===== src/design/asbs_pkg.sv =====
// Shared types, constants, sine table and microprogram of the additive sine bank.
package asbs_pkg;

    localparam int OSC_COUNT_DEF = 4;
    localparam int REG_BANK      = 4;
    localparam int CFG_IDX_W     = 8;
    localparam int CFG_DATA_W    = 32;
    localparam int PHASE_W       = 32;
    localparam int GAIN_W        = 17;
    localparam int SAMPLE_W      = 16;
    localparam int FRAC_W        = 16;
    localparam int ROM_W         = 16;
    localparam int PROD_SHIFT    = 32;
    localparam int V_W           = 34;
    localparam int P_W           = V_W + GAIN_W + 1;

    localparam int REG_STEP_BASE = 0;
    localparam int REG_GAIN_BASE = REG_BANK;

    localparam logic [14:0] QUARTER_SINE [0:64] = '{
        15'd0,     15'd804,   15'd1608,  15'd2410,  15'd3212,  15'd4011,  15'd4808,
        15'd5602,  15'd6393,  15'd7179,  15'd7962,  15'd8739,  15'd9512,  15'd10278,
        15'd11039, 15'd11793, 15'd12539, 15'd13279, 15'd14010, 15'd14732, 15'd15446,
        15'd16151, 15'd16846, 15'd17530, 15'd18204, 15'd18868, 15'd19519, 15'd20159,
        15'd20787, 15'd21403, 15'd22005, 15'd22594, 15'd23170, 15'd23731, 15'd24279,
        15'd24811, 15'd25329, 15'd25832, 15'd26319, 15'd26790, 15'd27245, 15'd27683,
        15'd28105, 15'd28510, 15'd28898, 15'd29268, 15'd29621, 15'd29956, 15'd30273,
        15'd30571, 15'd30852, 15'd31113, 15'd31356, 15'd31580, 15'd31785, 15'd31971,
        15'd32137, 15'd32285, 15'd32412, 15'd32521, 15'd32609, 15'd32678, 15'd32728,
        15'd32757, 15'd32767
    };

    typedef logic [2:0] step_t;

    localparam step_t ST_IDLE  = 3'd0;
    localparam step_t ST_LOAD  = 3'd1;
    localparam step_t ST_MULV  = 3'd2;
    localparam step_t ST_MULG  = 3'd3;
    localparam step_t ST_ACCUM = 3'd4;
    localparam step_t ST_EMIT  = 3'd5;

    typedef enum logic [1:0] {
        JMP_NEXT,
        JMP_TICK,
        JMP_LOOP,
        JMP_EMIT
    } jmp_t;

    typedef struct packed {
        logic  in_take;
        logic  acc_clr;
        logic  load;
        logic  mul_v;
        logic  mul_g;
        logic  accum;
        logic  emit;
        jmp_t  jmp;
        step_t target;
    } uctrl_t;

    typedef struct packed {
        logic acc_clr;
        logic load;
        logic mul_v;
        logic mul_g;
        logic accum;
    } dp_ctrl_t;

    // Entry i of the 257-entry sine table, built from the quarter wave.
    function automatic logic signed [ROM_W-1:0] sine_rom(input logic [8:0] i);
        logic [8:0]              t;
        logic                    neg;
        logic signed [ROM_W-1:0] mag;
        begin
            if (i <= 9'd64)
            begin
                t   = i;
                neg = 1'b0;
            end
            else if (i <= 9'd128)
            begin
                t   = 9'd128 - i;
                neg = 1'b0;
            end
            else if (i <= 9'd192)
            begin
                t   = i - 9'd128;
                neg = 1'b1;
            end
            else
            begin
                t   = 9'd256 - i;
                neg = 1'b1;
            end
            mag = $signed({1'b0, QUARTER_SINE[t[6:0]]});
            return neg ? -mag : mag;
        end
    endfunction

    // The microprogram: one control word per step.
    function automatic uctrl_t uprog(input step_t pc);
        uctrl_t w;
        begin
            w = '{in_take: 1'b0, acc_clr: 1'b0, load: 1'b0, mul_v: 1'b0, mul_g: 1'b0,
                  accum: 1'b0, emit: 1'b0, jmp: JMP_NEXT, target: ST_IDLE};
            case (pc)
                ST_IDLE:
                begin
                    w.in_take = 1'b1;
                    w.acc_clr = 1'b1;
                    w.jmp     = JMP_TICK;
                    w.target  = ST_IDLE;
                end
                ST_LOAD:  w.load  = 1'b1;
                ST_MULV:  w.mul_v = 1'b1;
                ST_MULG:  w.mul_g = 1'b1;
                ST_ACCUM:
                begin
                    w.accum  = 1'b1;
                    w.jmp    = JMP_LOOP;
                    w.target = ST_LOAD;
                end
                ST_EMIT:
                begin
                    w.emit   = 1'b1;
                    w.jmp    = JMP_EMIT;
                    w.target = ST_IDLE;
                end
                default:
                begin
                    w.jmp    = JMP_EMIT;
                    w.target = ST_IDLE;
                end
            endcase
            return w;
        end
    endfunction

endpackage


===== src/design/additive_sine_bank_synth.sv =====
// Additive sine bank: one sample per tick beat, up to four oscillators summed by a microcoded datapath.
// Each accepted beat with tick high yields one 16-bit sample, the wrapped sum of up to four
// interpolated sine oscillators whose phases then advance by their steps; a beat with tick low
// yields nothing. One shared interpolate, multiply and accumulate datapath walks the oscillators
// under a six-step microprogram, with load, interpolate, gain and accumulate steps per oscillator;
// no new beat is taken until the sample is emitted, which waits for the output. Registers 0 to 3
// are the phase steps and 4 to 7 the gains (65536 is unity); write them only while idle.
module additive_sine_bank_synth
#(
    parameter int OSC_COUNT = asbs_pkg::OSC_COUNT_DEF
)
(
    input  logic                                 clk,
    input  logic                                 rst_n,
    input  logic                                 in_valid,
    output logic                                 in_ready,
    input  logic                                 tick,
    output logic                                 out_valid,
    input  logic                                 out_ready,
    output logic signed [asbs_pkg::SAMPLE_W-1:0] sample,
    input  logic                                 cfg_valid,
    output logic                                 cfg_ready,
    input  logic [asbs_pkg::CFG_IDX_W-1:0]       cfg_index,
    input  logic [asbs_pkg::CFG_DATA_W-1:0]      cfg_data
);
    import asbs_pkg::*;

    dp_ctrl_t                   dp_ctrl;
    logic                       emit;
    logic                       osc_last;
    logic                       out_free;
    logic signed [SAMPLE_W-1:0] acc;
    logic                       out_valid_reg;
    logic signed [SAMPLE_W-1:0] sample_reg;

    assign cfg_ready = 1'b1;
    assign out_free  = !out_valid_reg || out_ready;
    assign out_valid = out_valid_reg;
    assign sample    = sample_reg;

    asbs_useq u_useq
    (
        .clk      (clk),
        .rst_n    (rst_n),
        .in_valid (in_valid),
        .tick     (tick),
        .out_free (out_free),
        .osc_last (osc_last),
        .in_ready (in_ready),
        .emit     (emit),
        .dp_ctrl  (dp_ctrl)
    );

    asbs_datapath #(.OSC_COUNT(OSC_COUNT)) u_datapath
    (
        .clk       (clk),
        .rst_n     (rst_n),
        .cfg_we    (cfg_valid),
        .cfg_index (cfg_index),
        .cfg_data  (cfg_data),
        .dp_ctrl   (dp_ctrl),
        .osc_last  (osc_last),
        .acc       (acc)
    );

    always_ff @(posedge clk or negedge rst_n)
    begin
        if (!rst_n)
        begin
            out_valid_reg <= 1'b0;
        end
        else if (emit)
        begin
            out_valid_reg <= 1'b1;
        end
        else if (out_ready)
        begin
            out_valid_reg <= 1'b0;
        end
    end

    always_ff @(posedge clk)
    begin
        if (emit)
        begin
            sample_reg <= acc;
        end
    end

    a_emit_free: assert property (@(posedge clk) disable iff (!rst_n)
        emit |-> (!out_valid_reg || out_ready))
        else $error("Sample written over one not yet taken.");

    a_emit_shows: assert property (@(posedge clk) disable iff (!rst_n)
        emit |=> (out_valid_reg && sample_reg == $past(acc)))
        else $error("Finished sum did not reach the output register.");

    a_no_input_busy: assert property (@(posedge clk) disable iff (!rst_n)
        (dp_ctrl.load || dp_ctrl.mul_v || dp_ctrl.mul_g || dp_ctrl.accum) |-> !in_ready)
        else $error("Input taken while a sample is in progress.");

endmodule


===== src/design/asbs_useq.sv =====
// Microcode sequencer: step counter, control store lookup and jump logic.
module asbs_useq
(
    input  logic              clk,
    input  logic              rst_n,
    input  logic              in_valid,
    input  logic              tick,
    input  logic              out_free,
    input  logic              osc_last,
    output logic              in_ready,
    output logic              emit,
    output asbs_pkg::dp_ctrl_t dp_ctrl
);
    import asbs_pkg::*;

    step_t  pc_reg;
    step_t  pc_next;
    uctrl_t ucode;

    always_ff @(posedge clk or negedge rst_n)
    begin
        if (!rst_n)
        begin
            pc_reg <= ST_IDLE;
        end
        else
        begin
            pc_reg <= pc_next;
        end
    end

    always_comb
    begin
        ucode = uprog(pc_reg);
        case (ucode.jmp)
            JMP_NEXT: pc_next = pc_reg + 3'd1;
            JMP_TICK: pc_next = (in_valid && tick) ? pc_reg + 3'd1 : ucode.target;
            JMP_LOOP: pc_next = osc_last ? pc_reg + 3'd1 : ucode.target;
            JMP_EMIT: pc_next = out_free ? ucode.target : pc_reg;
            default:  pc_next = ST_IDLE;
        endcase
        in_ready        = ucode.in_take;
        emit            = ucode.emit && out_free;
        dp_ctrl.acc_clr = ucode.acc_clr;
        dp_ctrl.load    = ucode.load;
        dp_ctrl.mul_v   = ucode.mul_v;
        dp_ctrl.mul_g   = ucode.mul_g;
        dp_ctrl.accum   = ucode.accum;
    end

    a_tick_starts: assert property (@(posedge clk) disable iff (!rst_n)
        (in_valid && in_ready && tick) |=> (pc_reg == ST_LOAD))
        else $error("A tick beat did not start the oscillator loop.");

    a_pc_range: assert property (@(posedge clk) disable iff (!rst_n)
        pc_reg <= ST_EMIT)
        else $error("Step counter left the program.");

    a_loop_back: assert property (@(posedge clk) disable iff (!rst_n)
        (dp_ctrl.accum && !osc_last) |=> (pc_reg == ST_LOAD))
        else $error("Oscillator loop did not return to the load step.");

endmodule


===== src/design/asbs_datapath.sv =====
// Datapath: configuration registers, phase accumulators, interpolation, gain and sum.
module asbs_datapath
#(
    parameter int OSC_COUNT = asbs_pkg::OSC_COUNT_DEF
)
(
    input  logic                              clk,
    input  logic                              rst_n,
    input  logic                              cfg_we,
    input  logic [asbs_pkg::CFG_IDX_W-1:0]    cfg_index,
    input  logic [asbs_pkg::CFG_DATA_W-1:0]   cfg_data,
    input  asbs_pkg::dp_ctrl_t                dp_ctrl,
    output logic                              osc_last,
    output logic signed [asbs_pkg::SAMPLE_W-1:0] acc
);
    import asbs_pkg::*;

    localparam int ACTIVE = (OSC_COUNT < REG_BANK) ? OSC_COUNT : REG_BANK;
    localparam int OSC_W  = (ACTIVE > 1) ? $clog2(ACTIVE) : 1;

    logic [PHASE_W-1:0]         step_reg  [ACTIVE];
    logic [GAIN_W-1:0]          gain_reg  [ACTIVE];
    logic [PHASE_W-1:0]         phase_reg [ACTIVE];
    logic [OSC_W-1:0]           osc_reg;
    logic signed [ROM_W-1:0]    base_reg;
    logic signed [ROM_W:0]      diff_reg;
    logic [FRAC_W-1:0]          frac_reg;
    logic [GAIN_W-1:0]          gsel_reg;
    logic signed [V_W-1:0]      v_reg;
    logic signed [SAMPLE_W-1:0] term_reg;
    logic signed [SAMPLE_W-1:0] acc_reg;

    logic [PHASE_W-1:0]         ph;
    logic [8:0]                 idx;
    logic signed [ROM_W-1:0]    rom_a;
    logic signed [ROM_W-1:0]    rom_b;
    logic signed [FRAC_W:0]     frac_s;
    logic signed [V_W-1:0]      v_next;
    logic signed [GAIN_W:0]     gain_s;
    logic signed [P_W-1:0]      prod_g;

    always_comb
    begin
        ph     = phase_reg[osc_reg];
        idx    = {1'b0, ph[PHASE_W-1 -: 8]};
        rom_a  = sine_rom(idx);
        rom_b  = sine_rom(idx + 9'd1);
        frac_s = $signed({1'b0, frac_reg});
        // rom[i] * 0xFFFF + (rom[i+1] - rom[i]) * f
        v_next = (V_W'(base_reg) <<< FRAC_W) - V_W'(base_reg) + diff_reg * frac_s;
        gain_s = $signed({1'b0, gsel_reg});
        prod_g = v_reg * gain_s;
        osc_last = (osc_reg == OSC_W'(ACTIVE - 1));
        acc      = acc_reg;
    end

    always_ff @(posedge clk or negedge rst_n)
    begin
        if (!rst_n)
        begin
            for (int k = 0; k < ACTIVE; k++)
            begin
                step_reg[k]  <= '0;
                gain_reg[k]  <= '0;
                phase_reg[k] <= '0;
            end
            osc_reg <= '0;
            acc_reg <= '0;
        end
        else
        begin
            if (cfg_we)
            begin
                for (int k = 0; k < ACTIVE; k++)
                begin
                    if (cfg_index == CFG_IDX_W'(REG_STEP_BASE + k))
                    begin
                        step_reg[k] <= cfg_data;
                    end
                    if (cfg_index == CFG_IDX_W'(REG_GAIN_BASE + k))
                    begin
                        gain_reg[k] <= cfg_data[GAIN_W-1:0];
                    end
                end
            end
            if (dp_ctrl.acc_clr)
            begin
                osc_reg <= '0;
                acc_reg <= '0;
            end
            else if (dp_ctrl.accum)
            begin
                acc_reg            <= acc_reg + term_reg;
                phase_reg[osc_reg] <= ph + step_reg[osc_reg];
                osc_reg            <= osc_last ? '0 : osc_reg + OSC_W'(1);
            end
        end
    end

    always_ff @(posedge clk)
    begin
        if (dp_ctrl.load)
        begin
            base_reg <= rom_a;
            diff_reg <= (ROM_W + 1)'(rom_b) - (ROM_W + 1)'(rom_a);
            frac_reg <= ph[PHASE_W-9 -: FRAC_W];
            gsel_reg <= gain_reg[osc_reg];
        end
        if (dp_ctrl.mul_v)
        begin
            v_reg <= v_next;
        end
        if (dp_ctrl.mul_g)
        begin
            // Arithmetic shift by 32 is the floor; only the low sample bits are kept.
            term_reg <= prod_g[PROD_SHIFT + SAMPLE_W - 1 -: SAMPLE_W];
        end
    end

    a_clear: assert property (@(posedge clk) disable iff (!rst_n)
        dp_ctrl.acc_clr |=> (acc_reg == '0 && osc_reg == '0))
        else $error("Sum or oscillator index not cleared.");

    a_wrap: assert property (@(posedge clk) disable iff (!rst_n)
        (dp_ctrl.accum && osc_last) |=> (osc_reg == '0))
        else $error("Oscillator index did not wrap after the last oscillator.");

    a_osc_range: assert property (@(posedge clk) disable iff (!rst_n)
        osc_reg <= OSC_W'(ACTIVE - 1))
        else $error("Oscillator index out of range.");

endmodule

===== config.mk =====
export PLATFORM = sky130hd
export DESIGN_NAME = additive_sine_bank_synth
export DESIGN_NICKNAME = d
export VERILOG_FILES = /design/src/design/asbs_pkg.sv /design/src/design/additive_sine_bank_synth.sv /design/src/design/asbs_useq.sv /design/src/design/asbs_datapath.sv
export SDC_FILE = /design/constraint.sdc
export NUM_CORES = 2
export LEC_CHECK = 0
export BUFFER_PORTS_ARGS = -buffer_cell sky130_fd_sc_hd__buf_2
export CORE_ASPECT_RATIO = 1.5
export CORE_MARGIN = 3
export CORE_UTILIZATION = 35
export CTS_CLUSTER_DIAMETER = 100
export DETAILED_ROUTE_END_ITERATION = 10
export GPL_ROUTABILITY_DRIVEN = 0
export SLEW_MARGIN = 20
export SYNTH_ARGS = -nofsm -noshare
export SYNTH_HDL_FRONTEND = slang
export SYNTH_HIERARCHICAL = 1
export SYNTH_SLANG_ARGS = --single-unit

===== constraint.sdc =====
create_clock -name clk -period 12.3 [get_ports clk]
set_input_delay 1.23 -clock clk [delete_from_list [all_inputs] [get_ports clk]]
set_output_delay 1.23 -clock clk [all_outputs]
set_load 0.03 [all_outputs]

==> results_dict.tcl <==
set metrics [dict create \
    status "finished clean" \
    synth_top_area_share 0.304 \
    wire_per_inst_microns 18.4 \
    syn_inst 5495 \
    crit_start "u_datapath/osc_reg[1]" \
    ys_types 112 \
    chipWidth_microns 331 \
    via_per_inst 5.14 \
    antenna_found_initial 5 \
    clkLatencyLatePin_ps 620 \
    cts_tree "done" \
    max_stage_delay_ps 800 \
    fin_crit_sh 0.828 \
    worst_pin_slew_ps 1070 \
    hold_violations 0 \
    setup_viol 0 \
    synthFlopType "dfrtp_1" \
    critical_path_arrival_ps 10490 \
    holdCritPathClass "reg2reg" \
    ys_seq_elements 478 \
    start_util 0.353 \
    nets 6595 \
    ctsHoldBuffers 0 \
    final_cells 7504 \
    skew_ps 62.8 \
    r2r_slack_ps 2120 \
    seq_area_sq_mm 0.0126 \
    fmax_mhz 98.2 \
    synthesis.area_sq_mm 0.0554 \
    cp-endpoint "u_datapath/diff_reg[16]" \
    grt_pass1_wl_mm 222 \
    critPathLaunchType "register" \
    drive_gt1_frac 0.101 \
    synth.largest_area_cell "fa_1" \
    postCtsSetupBuffers 0 \
    first_iter_violations 2244 \
    drv_slew 0 \
    reg2reg_from "u_datapath/osc_reg[1]" \
    grt_max_degree 173 \
    end_kind "register" \
    synth_area_per_cell_sq_um 10.1 \
    timing.final.ws_setup_ps 2120 \
    met1_usage 0.188 \
    grt_overflow 0 \
    fin_setup_tns_ps 0 \
    io_buffers 63 \
    multi_input_area_sq_mm 0.0382 \
    dr.pass1.iters 6 \
    ios 65 \
    required_ps 12610 \
    dp_hpwl_mm 105 \
    slowest_stage "dfrtp_4" \
    worstReg2RegEnd "u_datapath/diff_reg[16]" \
    gr-usage-met3 0.0152 \
    clockBufferDepth 3 \
    globalRouteTotalUtil 0.172 \
    clk_pin_slew_ps 60 \
    postRouteAntennaNets 0 \
    pre_cts_slack_ps 2410 \
    grt_busiest_layer "met2" \
    drc 0 \
    ctsHtreeMaxLevel 2 \
    post_cts_resized 0 \
    synth.area.top_cells "fa_1, dfrtp_1, edfxtp_1, ha_1, inv_1" \
    synth_nets 6698 \
    nFillCells 15500 \
    syn_to_final_growth_pct 7.02 \
    core-area_sq_mm 0.157 \
    dp_cells 7412 \
    met2_usage 0.332 \
    critical_path_class "reg2reg" \
    routed_wl_mm 138 \
    holdWs_ps 475 \
    synth-async-reset-ratio 0.724 \
    yosysSeqAreaShare 0.228 \
    path_max_fanout 35 \
    slew_headroom 0.287 \
    cp_common_cell "o21ai_0" \
    root_buffer "clkbuf_16" \
    cts_made_buffers 48 \
    synth_edf_count 132 \
    vias 38600 \
    max-cap-violations 0 \
    dieArea_sq_mm 0.163 \
    rsz0062_at_grt "no" \
    cts_num_sinks 478 \
    reg2reg_depth 36 \
    grt_pass1_vias 41700 \
    yosysWarnings 6 \
    num_rows 178 \
    die_h_microns 493 \
    min_period_ps 10180 \
]
[how the worst min path moves through the flow]
stage                                    from                   endpoint  slack (ps)  cells past startpoint
finish              u_datapath/phase_reg[123]  u_datapath/phase_reg[123]         470                      2
global route         u_datapath/phase_reg[13]   u_datapath/phase_reg[13]         500                      2
floorplan            u_datapath/phase_reg[25]   u_datapath/phase_reg[25]         440                      2
CTS                  u_datapath/phase_reg[13]   u_datapath/phase_reg[13]         480                      2
global placement           u_datapath/acc[15]                 sample[15]         450                      0
detailed placement   u_datapath/phase_reg[25]   u_datapath/phase_reg[25]         470                      2
[critical path: cells and delay by family (launching register included)]
kind / cells / cell delay (ps)
AOI/OAI and AO/OA: 21 / 4630
adders and majority gates: 4 / 1690
and+or+nand+nor: 7 / 1470
DFF: 1 / 800
buffers and inverters: 3 / 680
muxes: 1 / 500
[per-layer routing]
| layer | share of wire | up-vias |
|---|---|---|
| met2 | 0.55 | 1016 |
| met1 | 0.36 | 19900 |
| met5 | 0.000051 | - |
| li1 | - | 17300 |
| met3 | 0.038 | 337 |
| met4 | 0.048 | 2 |
[area by class of cell]
class,count,share of cell area
Tap cell,2070,0.0437
Inverter,932,0.0590
Multi-Input combinational cell,3812,0.645
Clock buffer,69,0.0235
Sequential cell,478,0.213
Clock inverter,20,0.00331
Antenna cell,3,0.000127
Timing Repair Buffer,120,0.0129
[cell usage after synthesis (24+ instances only)]
master      n
o21ai_0   226
mux4_2     80
fa_1      842
nor2_1    166
a21oi_1   127
mux2i_1    29
mux2_2    205
ha_1      315
a211oi_1   24
nand2_1   753
nand3_1    49
edfxtp_1  132
xnor2_1   122
nor3_1     53
inv_1     928
clkbuf_1  226
dfrtp_1   346
a21o_1     43
and2_1    334
xor2_1     42
[layout by cell type, fill, tap and decap left out, types with 127 or more instances in the layout]
cell,n
a21oi_1,127
and2_1,334
dfrtp_1,344
edfxtp_1,132
fa_1,842
ha_1,315
inv_1,928
mux2_2,205
nand2_1,749
nor2_1,165
o21ai_0,226
[metrics by stage]
| stage | instance area (sq um) | util |
|---|---|---|
| finish | 59300 | 0.378 |
| global route | 59300 | 0.378 |
| floorplan | 55400 | - |
| detailed placement | 57700 | 0.368 |
| global placement | 57700 | 0.368 |
| CTS | 59300 | 0.378 |
[cells by family (layout without fill, tap and decap cells)]
group	count (synthesis)	after routing	synth area share
compound gates	678	678	0.0802
mux	315	315	0.0797
simple gates	1497	1497	0.128
flops	478	478	0.228
fa+ha+maj	1157	1157	0.375
buf+inv	1205	1141	0.0837
xor+xnor	164	164	0.0259
other cells	1	4	0.0000677
Power is not shown: default switching activity piles up to over one toggle a cycle in this logic, so the estimate is an artifact.
